$ cat config.mk
export PLATFORM = sky130hd
export DESIGN_NAME = pid_fifo_queue_with_search
export DESIGN_NICKNAME = d
export VERILOG_FILES = /design/src/rtl/core/pfq_pkg.sv /design/src/rtl/core/pid_fifo_queue_with_search.sv /design/src/rtl/core/pfq_ram.sv
export SDC_FILE = /design/constraint.sdc
export NUM_CORES = 1
export LEC_CHECK = 0
export BUFFER_PORTS_ARGS = -buffer_cell sky130_fd_sc_hd__buf_4
export CORE_MARGIN = 5
export CORE_UTILIZATION = 45
export DETAILED_ROUTE_END_ITERATION = 8
export HOLD_SLACK_MARGIN = 0.05
export PLACE_DENSITY = 0.67
export SLEW_MARGIN = 20
export SYNTH_ARGS = -nofsm -noshare
export SYNTH_HDL_FRONTEND = slang
export SYNTH_SLANG_ARGS = --single-unit
$ cat constraint.sdc
create_clock -name clk -period 4.2 [get_ports clk]
set_clock_uncertainty 0.15 [all_clocks]
set_input_delay 0.21 -clock clk [delete_from_list [all_inputs] [get_ports clk]]
set_output_delay 0.21 -clock clk [all_outputs]
set_load 0.01 [all_outputs]
$ cat src/rtl/core/pfq_pkg.sv
`timescale 1ns / 1ps
// ----------------------------------------------------------------------------
// pfq_pkg
// Shared operation and status codes for the PID queue with search.
// ----------------------------------------------------------------------------
package pfq_pkg;

    typedef enum logic [2:0] {
        OP_ENQUEUE  = 3'd0,
        OP_DEQUEUE  = 3'd1,
        OP_PEEK     = 3'd2,
        OP_CLEAR    = 3'd3,
        OP_CONTAINS = 3'd4
    } op_t;

    typedef enum logic [1:0] {
        ST_OK    = 2'd0,
        ST_EMPTY = 2'd1,
        ST_FULL  = 2'd2
    } status_t;

endpackage

$ cat src/rtl/core/pid_fifo_queue_with_search.sv
`timescale 1ns / 1ps
// Enqueue, dequeue, peek, clear: EXEC loads the result once the output is free.
// Contains: the scan reads one entry a cycle from the RAM.
// Throughput: one item at a time; next item is taken the cycle after a result
// is loaded into the output register. rst_n (async, active low) empties the
// queue; the entry RAM is not cleared and holds no valid bits.
// ----------------------------------------------------------------------------
// pid_fifo_queue_with_search
// FIFO of process identifiers kept in a ring of DEPTH RAM entries, with
// enqueue, dequeue, peek, clear and a sequential membership search.
// ----------------------------------------------------------------------------
module pid_fifo_queue_with_search #(
    parameter int DEPTH     = 64,
    parameter int PID_WIDTH = 16
) (
    input  logic                         clk,
    input  logic                         rst_n,
    // input channel
    input  logic                         in_valid,
    output logic                         in_stall,
    input  logic [2:0]                   op,
    input  logic [PID_WIDTH-1:0]         pid_in,
    // result channel
    output logic                         out_valid,
    input  logic                         out_stall,
    output logic [PID_WIDTH-1:0]         pid_out,
    output logic                         found,
    output logic [1:0]                   status,
    output logic [$clog2(DEPTH+1)-1:0]   count,
    output logic                         is_empty
);

    localparam int AW = $clog2(DEPTH);
    localparam int CW = $clog2(DEPTH + 1);

    // One-hot sequencer: IDLE takes a transfer and issues the head read,
    // EXEC finishes the op (looping while a search scans or the output is stalled).
    typedef enum logic [1:0] {
        S_IDLE = 2'b01,
        S_EXEC = 2'b10
    } state_t;

    state_t state_reg, state_next;

    // queue pointers
    logic [AW-1:0] head_reg, head_next;
    logic [AW-1:0] tail_reg, tail_next;
    logic [CW-1:0] cnt_reg,  cnt_next;

    // latched item
    pfq_pkg::op_t   op_reg, op_next;
    logic [PID_WIDTH-1:0] pid_reg, pid_next;

    // search walker
    logic [AW-1:0] scan_ptr_reg, scan_ptr_next;
    logic [CW-1:0] scan_idx_reg, scan_idx_next;

    // output register
    logic                 out_valid_reg, out_valid_next;
    logic [PID_WIDTH-1:0] pid_out_reg,   pid_out_next;
    logic                 found_reg,     found_next;
    pfq_pkg::status_t     status_reg,    status_next;
    logic [CW-1:0]        count_reg,     count_next;

    // RAM hookup
    logic                 wr_en;
    logic                 rd_en;
    logic [AW-1:0]        rd_addr;
    logic [PID_WIDTH-1:0] rd_data;

    logic          in_xfer;
    logic          out_free;
    logic          finish;
    logic [AW-1:0] head_inc;
    logic [AW-1:0] tail_inc;
    logic [AW-1:0] scan_inc;
    logic          q_empty;
    logic          q_full;

    pfq_ram #(
        .DEPTH (DEPTH),
        .WIDTH (PID_WIDTH)
    ) u_ram (
        .clk     (clk),
        .wr_en   (wr_en),
        .wr_addr (tail_reg),
        .wr_data (pid_reg),
        .rd_en   (rd_en),
        .rd_addr (rd_addr),
        .rd_data (rd_data)
    );

    // ring increments, wrap at DEPTH-1 (DEPTH need not be a power of two)
    assign head_inc = (head_reg == AW'(DEPTH - 1))     ? '0 : head_reg + 1'b1;
    assign tail_inc = (tail_reg == AW'(DEPTH - 1))     ? '0 : tail_reg + 1'b1;
    assign scan_inc = (scan_ptr_reg == AW'(DEPTH - 1)) ? '0 : scan_ptr_reg + 1'b1;

    assign q_empty = (cnt_reg == '0);
    assign q_full  = (cnt_reg == CW'(DEPTH));

    assign in_stall = (state_reg != S_IDLE);
    assign in_xfer  = in_valid && !in_stall;
    // result slot can be loaded when empty or being drained this cycle
    assign out_free = !out_valid_reg || !out_stall;

    always_comb
    begin
        state_next     = state_reg;
        head_next      = head_reg;
        tail_next      = tail_reg;
        cnt_next       = cnt_reg;
        op_next        = op_reg;
        pid_next       = pid_reg;
        scan_ptr_next  = scan_ptr_reg;
        scan_idx_next  = scan_idx_reg;
        pid_out_next   = pid_out_reg;
        found_next     = found_reg;
        status_next    = status_reg;
        count_next     = count_reg;
        out_valid_next = out_valid_reg && out_stall;
        wr_en          = 1'b0;
        rd_en          = 1'b0;
        rd_addr        = head_reg;
        finish         = 1'b0;

        unique case (state_reg)
            S_IDLE:
            begin
                if (in_xfer)
                begin
                    // latch item, fetch oldest entry for peek/dequeue/search
                    op_next       = pfq_pkg::op_t'(op);
                    pid_next      = pid_in;
                    rd_en         = 1'b1;
                    rd_addr       = head_reg;
                    scan_ptr_next = head_inc;
                    scan_idx_next = CW'(1);
                    state_next    = S_EXEC;
                end
            end

            S_EXEC:
            begin
                pid_out_next = '0;
                found_next   = 1'b0;
                status_next  = pfq_pkg::ST_OK;

                unique case (op_reg)
                    pfq_pkg::OP_ENQUEUE:
                    begin
                        finish = out_free;
                        if (q_full)
                        begin
                            status_next = pfq_pkg::ST_FULL;
                        end
                        else if (out_free)
                        begin
                            wr_en     = 1'b1;
                            tail_next = tail_inc;
                            cnt_next  = cnt_reg + 1'b1;
                        end
                    end

                    pfq_pkg::OP_DEQUEUE, pfq_pkg::OP_PEEK:
                    begin
                        finish = out_free;
                        if (q_empty)
                        begin
                            status_next = pfq_pkg::ST_EMPTY;
                        end
                        else
                        begin
                            pid_out_next = rd_data;
                            if (out_free && (op_reg == pfq_pkg::OP_DEQUEUE))
                            begin
                                head_next = head_inc;
                                cnt_next  = cnt_reg - 1'b1;
                            end
                        end
                    end

                    pfq_pkg::OP_CLEAR:
                    begin
                        finish = out_free;
                        if (out_free)
                        begin
                            head_next = '0;
                            tail_next = '0;
                            cnt_next  = '0;
                        end
                    end

                    pfq_pkg::OP_CONTAINS:
                    begin
                        // rd_data holds entry number scan_idx-1 from head
                        if (q_empty)
                        begin
                            finish = out_free;
                        end
                        else if (rd_data == pid_reg)
                        begin
                            found_next = 1'b1;
                            finish     = out_free;
                        end
                        else if (scan_idx_reg == cnt_reg)
                        begin
                            finish = out_free;
                        end
                        else
                        begin
                            // fetch the next entry and stay in EXEC
                            rd_en         = 1'b1;
                            rd_addr       = scan_ptr_reg;
                            scan_ptr_next = scan_inc;
                            scan_idx_next = scan_idx_reg + 1'b1;
                        end
                    end

                    default:
                    begin
                        // unused op codes leave the queue alone
                        finish = out_free;
                    end
                endcase

                if (finish)
                begin
                    out_valid_next = 1'b1;
                    count_next     = cnt_next;
                    state_next     = S_IDLE;
                end
                else
                begin
                    // hold the previous result fields while waiting
                    pid_out_next = pid_out_reg;
                    found_next   = found_reg;
                    status_next  = status_reg;
                end
            end

            default:
            begin
                state_next = S_IDLE;
            end
        endcase
    end

    // control state
    always_ff @(posedge clk or negedge rst_n)
    begin
        if (!rst_n)
        begin
            state_reg     <= S_IDLE;
            head_reg      <= '0;
            tail_reg      <= '0;
            cnt_reg       <= '0;
            out_valid_reg <= 1'b0;
        end
        else
        begin
            state_reg     <= state_next;
            head_reg      <= head_next;
            tail_reg      <= tail_next;
            cnt_reg       <= cnt_next;
            out_valid_reg <= out_valid_next;
        end
    end

    // payload registers
    always_ff @(posedge clk)
    begin
        op_reg       <= op_next;
        pid_reg      <= pid_next;
        scan_ptr_reg <= scan_ptr_next;
        scan_idx_reg <= scan_idx_next;
        pid_out_reg  <= pid_out_next;
        found_reg    <= found_next;
        status_reg   <= status_next;
        count_reg    <= count_next;
    end

    assign out_valid = out_valid_reg;
    assign pid_out   = pid_out_reg;
    assign found     = found_reg;
    assign status    = status_reg;
    assign count     = count_reg;
    assign is_empty  = (count_reg == '0);

endmodule

$ cat src/rtl/core/pfq_ram.sv
`timescale 1ns / 1ps
// ----------------------------------------------------------------------------
// pfq_ram
// Simple dual-port synchronous RAM, one write and one registered read port.
// ----------------------------------------------------------------------------
module pfq_ram #(
    parameter int DEPTH = 64,
    parameter int WIDTH = 16
) (
    input  logic                     clk,
    input  logic                     wr_en,
    input  logic [$clog2(DEPTH)-1:0] wr_addr,
    input  logic [WIDTH-1:0]         wr_data,
    input  logic                     rd_en,
    input  logic [$clog2(DEPTH)-1:0] rd_addr,
    output logic [WIDTH-1:0]         rd_data
);

    logic [WIDTH-1:0] mem [DEPTH];

    always_ff @(posedge clk)
    begin
        if (wr_en)
        begin
            mem[wr_addr] <= wr_data;
        end
    end

    // read data held until the next read
    always_ff @(posedge clk)
    begin
        if (rd_en)
        begin
            rd_data <= mem[rd_addr];
        end
    end

endmodule

Word level (Yosys, flattened, before mapping)
Memory sizes are Yosys's and may differ from the RTL's. A register that Yosys moved wholly into a read port is not among the register bits.
Index checks and enable logic that the tools add are counted.
{"block": "word_totals", "wordCells": 127, "ff_bits": 80, "mem_count": 1, "ram_bits": 1024, "inputBits": 23, "output_inout_bits": 29}
{"memory": "u_ram.mem", "depth": 64, "word_bits": 16, "rd": 1, "rd_ports_with_merged_regs": 1, "wr": 1, "line_no": "pfq_ram.sv:19", "source": "logic [WIDTH-1:0] mem [DEPTH];"}
{"block": "op_classes", "n_mux": 59, "n_reduce_logical": 22, "bitwise_logic": 2, "n_addsub": 6, "eq_ne": 24}
{"op": "2-to-1 mux 6 bit", "count": 18}
{"op": "2-to-1 mux 7 bit", "count": 10}
{"op": "case mux 6 bit (2 select lines)", "count": 3}
{"op": "case mux 7 bit (3 select lines)", "count": 1}
{"op": "2-to-1 mux 1 bit", "count": 20}
{"op": "!= test 2 bit, second input constant", "count": 10}
{"op": "adder 6 x 1 -> 6 bit, second input constant", "count": 3}
{"op": "equality test 6 bit, second input constant", "count": 3}
{"op": "equality test 16 bit", "count": 1}
{"op": "adder 7 x 1 -> 7 bit, second input constant", "count": 2}
{"op": "zero test 7 bit", "count": 2}
{"op": "case mux 7 bit (2 select lines)", "count": 1}
{"op": "AND reduction 5 bit", "count": 2}
{"op": "case mux 2 bit (2 select lines)", "count": 2}
{"op": "equality test 7 bit", "count": 1}
{"op": "equality test 7 bit, second input constant", "count": 1}
{"op": "subtractor 7 x 1 -> 7 bit, second input constant", "count": 1}
{"op": "equality test 3 x 2 -> 1 bit, second input constant", "count": 2}
{"op": "2-to-1 mux 2 bit", "count": 3}
{"op": "AND reduction 2 bit", "count": 3}
{"op": "AND reduction 6 bit", "count": 1}
{"op": "nonzero test 2 bit", "count": 3}
{"op": "OR reduction 2 bit", "count": 3}
{"op": "!= test 2 x 1 -> 1 bit, second input constant", "count": 2}
{"op": "other kinds (10)", "count": 15}

Logic depth before layout (Yosys ltp)
Gate-level depths: netlist of the first run.
{"block": "logic_depth", "depth_word": 9, "depth_mapped": 16, "mapped_depth_nobuf": 12}

Modules after synthesis
From an unflattened synthesis of the first run, not the netlist that was laid out.
{"block": "unflattened", "cells_unflattened": 2328, "area_unflattened_um2": 44557.7}
{"mod": "pfq_ram", "seq_area_each_um2": 31230.0, "area_each_um2": 40329.9, "cells_per_inst": 1952, "instances": 1}
{"mod": "pid_fifo_queue_with_search", "seq_area_each_um2": 2293.4, "area_each_um2": 4227.8, "cells_per_inst": 376, "instances": 1}

Least setup slack after synthesis of the first run
OpenSTA, ideal clock, no wires.
{"block": "synth_timing", "path_type": "register -> register", "startpoint": "reg pid_reg[2]", "endpoint": "reg u_ram.rd_data[11] (read register of u_ram.mem) (data pin)", "stages_incl_launch_ff": 13, "setup_time_ns": 0.257, "slack_ns": 0.324, "path_buffers": 3, "synth_period_minus_slack_ns": 3.876, "required_time_ns": 3.793, "t_arrival_ns": 3.470, "path_cell_list": "edfxtp_1 > xor2_1 > nor4_1 > nand4_1 > nand2_1 > mux2i_1 > buf_2 > buf_2 > buf_2 > nand3_1 > nand3_1 > nand4_1 > a32o_1"}
{"block": "synth_between", "elab_chain_len": 5, "elab_cells_between_ends": 9, "classes_between": "eq/ne: 1; mux: 8"}
{"item": "from (decl)", "line_no": "pid_fifo_queue_with_search.sv:52", "source": "logic [PID_WIDTH-1:0] pid_reg, pid_next;"}
{"item": "from (signal assigned)", "line_no": "pid_fifo_queue_with_search.sv:273", "source": "pid_reg <= pid_next;"}
{"item": "equality test 16 bit (*)", "line_no": "pid_fifo_queue_with_search.sv:200", "source": "else if (rd_data == pid_reg)"}
{"item": "2-to-1 mux 1 bit or 2-to-1 mux 6 bit (tied branches)", "line_no": "pid_fifo_queue_with_search.sv:200"}
{"item": "2-to-1 mux 1 bit or 2-to-1 mux 6 bit (tied branches)", "line_no": "pid_fifo_queue_with_search.sv:196", "source": "if (q_empty)"}
{"item": "2-to-1 mux 1 bit or 2-to-1 mux 6 bit (tied branches)", "line_no": "pid_fifo_queue_with_search.sv:148", "source": "unique case (op_reg)"}
{"item": "case mux 1 bit (2 select lines) or 2-to-1 mux 6 bit (tied branches)"}
{"item": "to (decl)", "line_no": "pfq_ram.sv:16", "source": "output logic [WIDTH-1:0] rd_data"}
Mark *: on every way between the ends. The rest lies on a longest branch, timed or not.
A chain may end at the register's enable or synchronous reset.

Final worst setup path of the first run
{"block": "layout_timing", "startpoint": "reg cnt_reg[1]", "endpoint": "reg u_ram.rd_data[1] (read register of u_ram.mem) (data pin)"}
{"block": "layout_between", "elab_chain_len": 6, "elab_cells_between_ends": 12, "classes_between": "eq/ne: 1; mux: 10; reduce/logical: 1"}
{"item": "from (decl)", "line_no": "pid_fifo_queue_with_search.sv:48", "source": "logic [CW-1:0] cnt_reg, cnt_next;"}
{"item": "from (signal assigned)", "line_no": "pid_fifo_queue_with_search.sv:264", "source": "cnt_reg <= cnt_next;"}
{"item": "equality test 7 bit", "line_no": "pid_fifo_queue_with_search.sv:205", "source": "else if (scan_idx_reg == cnt_reg)"}
{"item": "2-to-1 mux 1 bit or 2-to-1 mux 6 bit (tied branches)", "line_no": "pid_fifo_queue_with_search.sv:205"}
{"item": "2-to-1 mux 1 bit or 2-to-1 mux 6 bit (tied branches)", "line_no": "pid_fifo_queue_with_search.sv:200"}
{"item": "2-to-1 mux 1 bit or 2-to-1 mux 6 bit (tied branches)", "line_no": "pid_fifo_queue_with_search.sv:196"}
{"item": "2-to-1 mux 1 bit or 2-to-1 mux 6 bit (tied branches)", "line_no": "pid_fifo_queue_with_search.sv:148"}
{"item": "case mux 1 bit (2 select lines) or 2-to-1 mux 6 bit (tied branches)"}
Several ways; a longest one is shown, not always the timed one.

==> results of run 1 <==
worst max path at each step:
stage                                      start                           to  slack (ps)  cells past startpoint
after global routing      cnt_reg[1]$_DFFE_PN0P_   u_ram.rd_data[7]$_DFFE_PP_         -30                     16
after detailed placement  cnt_reg[1]$_DFFE_PN0P_   u_ram.rd_data[1]$_DFFE_PP_        -320                     15
after global placement    cnt_reg[0]$_DFFE_PN0P_   u_ram.rd_data[1]$_DFFE_PP_        -290                     15
after CTS                   pid_reg[6]$_DFFE_PP_   u_ram.rd_data[2]$_DFFE_PP_        0.07                     14
final                     cnt_reg[1]$_DFFE_PN0P_   u_ram.rd_data[1]$_DFFE_PP_         100                     14
after floorplan             pid_reg[2]$_DFFE_PP_  u_ram.rd_data[11]$_DFFE_PP_         320                     12
cell usage after synthesis, types with 6 or more instances:
library cell	number
nand4_1	18
edfxtp_1	1098
a21oi_1	62
a21o_1	6
buf_6	8
a31oi_1	43
nand3_1	197
or3_1	14
inv_1	10
dfrtp_1	21
mux2i_1	236
nor2_1	101
o22ai_1	14
and3_1	35
buf_2	65
clkbuf_1	66
mux2_2	27
nor2b_1	8
a221oi_1	14
nand2_1	639
buf_4	19
nor4_1	20
and2_1	25
buf_1	24
a221o_1	11
o2bb2ai_1	10
a32oi_1	71
a211oi_1	17
nor3_1	23
ha_1	9
o21ai_0	39
o221ai_1	16
xor2_1	28
xnor2_1	9
a311oi_1	12
cell type report:
type | instances | area [µm²]
clock buffers | 135 | 2800
inverters | 10 | 37.5
flip-flops and latches | 1120 | 33500
clock inverters | 65 | 583
repair buffers | 348 | 3200
well taps | 1298 | 1620
multi-input cells | 1766 | 10800
fillers | 8043 | 47000
cells by family (layout without fill, tap and decap cells):
group	after synthesis	count (layout)	share of synthesized area, %
adder cells (fa/ha/maj)	9	9	0.251
multiplexers	266	267	6.05
AO/OA/AOI/OAI	354	354	5.67
XOR/XNOR	37	37	0.721
buffers and inverters	192	558	2.08
flip-flops	1120	1120	74.6
AND/OR/NAND/NOR	1099	1099	10.6
critical path, stage by stage (launching register included):
cell	delay, ps
dfrtp_1	390
inv_1	100
ha_1	220
or4b_4	520
nor3_4	200
a211oi_2	130
and2_2	310
mux2_4	400
buf_4	230
nor2_2	120
buf_4	220
a32oi_1	140
a31oi_2	340
nor2_1	180
o2bb2ai_1	180
metrics by stage:
step | power (W) | hold slack (ps) | setup slack (ps)
CTS | 0.0315 | 59.8 | 0.0742
floorplan | 0.0187 | -236 | 324
global placement | 0.0221 | -11.4 | -292
finish | 0.0318 | 87.7 | 102
global route | 0.0329 | 65.8 | -31.5
detailed placement | 0.0222 | -19.0 | -318
routing by layer:
layer  global-route usage [%]  routed length [µm]  up-vias  part of all wire, %
met1                     32.0               49600    13900                   40
met4                     8.76                5380        0                  4.4
met5                        0                   0        -                    0
met2                     33.8               55300     1513                   45
met3                     5.42               13000      263                   11
li1                         -                   -    12200                    -
what timing repair did:
item / CTS / global route
pin swaps: 1 / 4
setup endpoints to repair: 14 / 16
setup buffers: 1 / 7
endpoints found under the hold margin: 48 / 0
gates resized for setup: 12 / 45
hold buffers: 29 / 0
cloned: 0 / 2
report_power, final:
group          switching (W)  internal [W]  leakage [nW]
registers           0.000355        0.0131          10.2
logic                0.00573       0.00329          6.65
clock network        0.00418       0.00513          1.64
==> summary.txt, run 1 <==
Largest net degree at the start of global routing: 69
Root Driver: clkbuf_16
Top_reg_cell synth: edfxtp_1
Worst-Skew Late Latency: 710 ps
Largest cells by area after synthesis: edfxtp_1, nand2_1, mux2i_1
Cell variety after synth: 65
Drt first pass iters: 6
Initial antenna violation count: 2
IO Pins: 52
Post-synthesis sequential area ratio: 74.6%
TritonCTS Buffers: 108
Share of the synthesized area in the top cell type: 73.4%
# rows: 116
Die ar.: 0.106 mm²
Most frequent cells in the layout: edfxtp_1, nand2_1, buf_4, mux2i_1, nand3_1
WHS Path Cells: 2
Pwr per Cell Area: 604 mW/mm²
Fmax achieved: 244 MHz
Startpoint types: register
R2R Setup Slk: 100 ps
Reg2reg end: u_ram.rd_data[1]$_DFFE_PP_
Post-route ant nets: 0
Fin cells: 4742
# nets final: 3386
Routed length per instance: 26.0 µm
Setup Total Neg Slack: 0 ps
Fin area: 0.0526 mm²
Number of instances in the placed design: 4503
Status: completed
Worst-path clk slew: 60 ps
Crit end category: register
Starting Density: 45.1%
Final wirelength: 123 mm
Htree depth: 3
R2R depth: 14
Post-Syn Area: 0.0449 mm²
Max VDD drop: 0.444 mV
Synth warnings: 0
Post-synthesis average cell area: 14.6 µm²
Transition time of the tightest slew-check pin: 978 ps
Global-route wire length before repair: 179 mm
Post-synthesis register bit count: 1120
DP Wirelength: 76.1 mm
Critical Path Fanout Max: 13
Grt total ovfl: 0
Class of the worst hold path: primary input to register
Period utilisation layout: 97.6%
Port Buf Inserts: 51
R2r startpoint: cnt_reg[1]$_DFFE_PN0P_
Final Hold Viols: 0
Post-synthesis net count: 3109
Critical setup path kind: register to register
DP Area: 0.0485 mm²
Sink Count: 1120
Largest register by flop count: u_ram.mem
Min Tclk post-route: 4100 ps
Worst EP arrival: 4400 ps
Die span in y: 326 µm
Slew headroom: 34.7%
Gr usage total: 22.5%
Die width: 326 µm
GP Congestion: 0.942
Setup violators final: 0
Most common cell after layout, fill and taps aside: edfxtp_1
Required time of the critical path: 4500 ps
Unrepaired setup endpoints after global routing: true
Max reg flops: 1024
Synth async-reset ratio: 1.96%
Slew Limit Fails: 0
DR iter-0 viols: 3761
Hold EP: pid_reg[11]$_DFFE_PP_
P&R area growth vs syn: 16.9%
Max-capacitance violation count: 0
Layout Utilization: 52.8%
CTS tree: built
DR vias: 27900
Syn Inst Count: 3077
Leakage: 18.5 nW
Post-synth EDFFs: 1098
Core region area: 0.0996 mm²
Synth area leader: edfxtp_1
Drc violations: 0
Vias per cell: 5.88
Clock tree buffer depth: 3
Hold Startpoint: pid_in[11]
Number of global-route vias before repair: 26500
Share of layout cells above drive strength 1: 16.2%
# diodes: 0
(Power assumes the default switching activity.)
==> run 2: changes to the inputs <==
- ABC_AREA: unset -> 1
- PLACE_DENSITY: 0.67 -> unset
- PLACE_DENSITY_LB_ADDON: unset -> 0.1
==> run 2 against run 1 <==
Effect of this change: non-clock buffer count decreased by 51; register-to-register slack better by 80 ps; global-route usage rose by 2.3 points; synthesized cell count grew 58%; total power grew 21%; wire length is 18% higher; cell area up 8.6%; maximum frequency is 2.1% higher; cell count increased by 40%; synthesized area grew 10%; setup slack better by 85 ps; critical path depth unchanged; largest cell class unchanged.
==> summary.txt, run 2 <==
Status: completed
Synth async-reset ratio: 1.96% (unchanged)
Worst hold slack: 98.0 ps (+10.3 ps)
Post-synthesis sequential area ratio: 67.6% (-7.0 points)
CTS tree: built
IO Pins: 52 (unchanged)
Worst EP arrival: 4480 ps (+80 ps)
DR iter-0 viols: 3452 (-8.2%)
Die width: 342 µm (+4.9%)
Largest register by flop count: u_ram.mem
Post-synthesis net count: 4886 (+57%)
Top cells by instance count after synthesis: nand2_1, edfxtp_1, inv_1, nand3_1, buf_2
Sw frac: 39.4% (+7.1 points)
Pwr per Cell Area: 674 mW/mm² (+11%)
Cell variety after synth: 42 (-35%)
R2R depth: 14 (unchanged)
Vias per cell: 5.12 (-13%)
Leakage: 24.4 nW (+32%)
Sink Count: 1120 (unchanged)
Worst-path clk slew: 60 ps (about the same)
Required time of the critical path: 4660 ps (+160 ps)
R2r startpoint: u_ram.rd_data[6]$_DFFE_PP_
Synth area leader: edfxtp_1
Hold Startpoint: pid_in[12]
Grt total ovfl: 0 (unchanged)
Top_reg_cell synth: edfxtp_1
Largest cells by area after synthesis: edfxtp_1, nand3_1, nand2_1
Fin area: 0.0571 mm² (+8.6%)
Global-route wire length before repair: 214 mm (+20%)
# rows: 121 (+4.3%)
Critical Path Fanout Max: 34 (+21)
Max-capacitance violation count: 0 (unchanged)
Die ar.: 0.117 mm² (+10%)
Hold EP: pid_reg[12]$_DFFE_PP_
Min Tclk post-route: 4010 ps (-84.6 ps)
Cell with the most instances after synthesis: nand2_1
Transition time of the tightest slew-check pin: 1200 ps (+219 ps)
Starting Density: 45.4% (+0.28 points)
Post-synthesis average cell area: 10.2 µm² (-30%)
Max reg flops: 1024 (unchanged)
Internal Power: 0.0233 W (+8.4%)
Met3 Use GR: 3.88% (-1.5 points)
Critical setup path kind: register to register
Comb pwr share: 37.4% (+9.0 points)
Drc violations: 0 (unchanged)
DP Area: 0.0527 mm² (+8.7%)
Worst-Skew Late Latency: 750 ps (+40 ps)
Startpoint types: register
WHS Path Cells: 2 (unchanged)
Class of the worst hold path: primary input to register
Post-route ant nets: 0 (unchanged)
Clock tree buffer depth: 3 (unchanged)
Max VDD drop: 0.484 mV (+9.1%)
# nets final: 5085 (+50%)
Most frequent cells in the layout: nand2_1, edfxtp_1, inv_1, nand3_1, buf_4
Most common cell after layout, fill and taps aside: nand2_1
Fin cells: 6629 (+40%)
Synth warnings: 0 (unchanged)
Place WS: 70.9 ps (+389 ps)
R2R Setup Slk: 190 ps (+80 ps)
Fmax achieved: 249 MHz (+2.1%)
Share of layout cells above drive strength 1: 8.82% (-7.4 points)
Sequential share of power: 35.3% (-7.0 points)
Root Driver: clkbuf_16
GR Util met1: 34.7% (+2.7 points)
Htree depth: 4 (+1)
Share of the synthesized area in the top cell type: 66.5% (-6.9 points)
Post-synth EDFFs: 1098 (unchanged)
Final Hold Viols: 0 (unchanged)
GR peak layer: met2
Slew Limit Fails: 0 (unchanged)
Number of global-route vias before repair: 32100 (+21%)
Setup ws final: 187 ps (+84.6 ps)
Final wirelength: 145 mm (+18%)
Number of instances in the placed design: 6356 (+41%)
DR vias: 33900 (+22%)
Switching power: 0.0151 W (+47%)
Met2 Usage GRT: 39.9% (+6.1 points)
Core region area: 0.109 mm² (+9.6%)
Initial antenna violation count: 4 (+2)
Post-Syn Area: 0.0496 mm² (+10%)
Post-synthesis register bit count: 1120 (unchanged)
Layout Utilization: 52.3% (-0.51 points)
Drt first pass iters: 7 (+1)
DP Wirelength: 86.4 mm (+13%)
Routed length per instance: 21.9 µm (-16%)
Crit end category: register
GP Congestion: 0.869 (-7.8%)
Period utilisation layout: 95.5% (-2.0 points)
Clk pwr share: 27.4% (-1.9 points)
Port Buf Inserts: 51 (unchanged)
Setup violators final: 0 (unchanged)
Slew headroom: 20.0% (-15 points)
Reg2reg end: u_ram.rd_data[15]$_DFFE_PP_
Largest net degree at the start of global routing: 92 (+33%)
Syn Inst Count: 4854 (+58%)
Gr usage total: 24.8% (+2.3 points)
TritonCTS Buffers: 130 (+20%)
P&R area growth vs syn: 15.1%
Die span in y: 342 µm (+4.9%)
## run 2: cell count changes after synthesis, sizes merged, moves of 45 or more
cell    delta
inv     +1042
nand3    +822
nand2    +541
mux2i    -237
buf       +93
a32oi     -70
a21oi     -47
clkbuf    -45
## run 2: logic make-up (layout without fill, tap and decap cells)
kind of cell | Yosys count | in the layout | synth area share, %
fa+ha+maj | 9 | 9 | 0.227
xor+xnor | 20 | 20 | 0.353
simple gates | 2351 | 2351 | 20.5
other cells | 0 | 3 | 0
compound gates | 71 | 71 | 0.861
buf+inv | 1283 | 1579 | 10.4
flops | 1120 | 1120 | 67.6
## run 2: worst max-delay path, cell delays in order (launching register included)
cell      delay (ps)
edfxtp_1         470
xor2_1           190
nor2_2           300
nand2_1          120
nor2_1            90
nand2_1          170
nand3_4          210
inv_2            140
nand2_1          120
o21ai_4           90
inv_2            710
nand3_1          400
nand3_1          270
nand3_1          250
nand2_1          130
## run 2: area by class of cell
class                           instances  area, µm²
Timing Repair Buffer                  297       2830
Clock inverter                         55        414
Tap cell                             1476       1850
Fill cell                            9732      52100
Antenna cell                            3       7.51
Inverter                             1053       3960
Multi-Input combinational cell       2451      11000
Clock buffer                          174       3490
Sequential cell                      1120      33500
## run 2: what timing repair did
item	in CTS	in global routing
resized for setup	0	2
buffers inserted	0	0
hold buffers	41	0
endpoints found under the setup margin	0	6
hold endpoints to repair	73	0
## run 2: power by group through the flow
stage	sequential [W]	combinational, W	clock (W)
final	0.0136	0.0144	0.0105
after global routing	0.0136	0.0155	0.0112
after CTS	0.0135	0.0144	0.0107
after detailed placement	0.0138	0.0143	0
after global placement	0.0138	0.0143	0
after floorplan	0.0139	0.00807	0
## run 2: routing by layer
layer  wire [µm]  vias up  part of all wire, %
li1            -    16100                    -
met4        4390        0                  3.0
met2       68000     1153                   47
met3        9800      224                  6.8
met5           0        -                    0
met1       62900    16400                   43
## run 2: worst max-delay path by stage
stage               slack, ps                        from  depth (start not counted)                          end
floorplan                 580       pid_reg[12]$_DFFE_PP_                         10           count[0]$_DFFE_PP_
global placement           20  u_ram.rd_data[6]$_DFFE_PP_                         17   u_ram.rd_data[7]$_DFFE_PP_
detailed placement         70        pid_reg[6]$_DFFE_PP_                         17   u_ram.rd_data[7]$_DFFE_PP_
CTS                        40  u_ram.rd_data[6]$_DFFE_PP_                         17   u_ram.rd_data[7]$_DFFE_PP_
global route               -5  u_ram.rd_data[6]$_DFFE_PP_                         17   u_ram.rd_data[7]$_DFFE_PP_
finish                    190  u_ram.rd_data[6]$_DFFE_PP_                         14  u_ram.rd_data[15]$_DFFE_PP_
## run 2: through the flow
| stage | power [W] | TNS [ps] |
|---|---|---|
| 2_1_floorplan | 0.0219 | 0 |
| 3_3_place_gp | 0.0281 | 0 |
| 3_5_place_dp | 0.0281 | 0 |
| 4_1_cts | 0.0387 | 0 |
| 5_1_grt | 0.0403 | -5.30 |
| 6_report | 0.0384 | 0 |
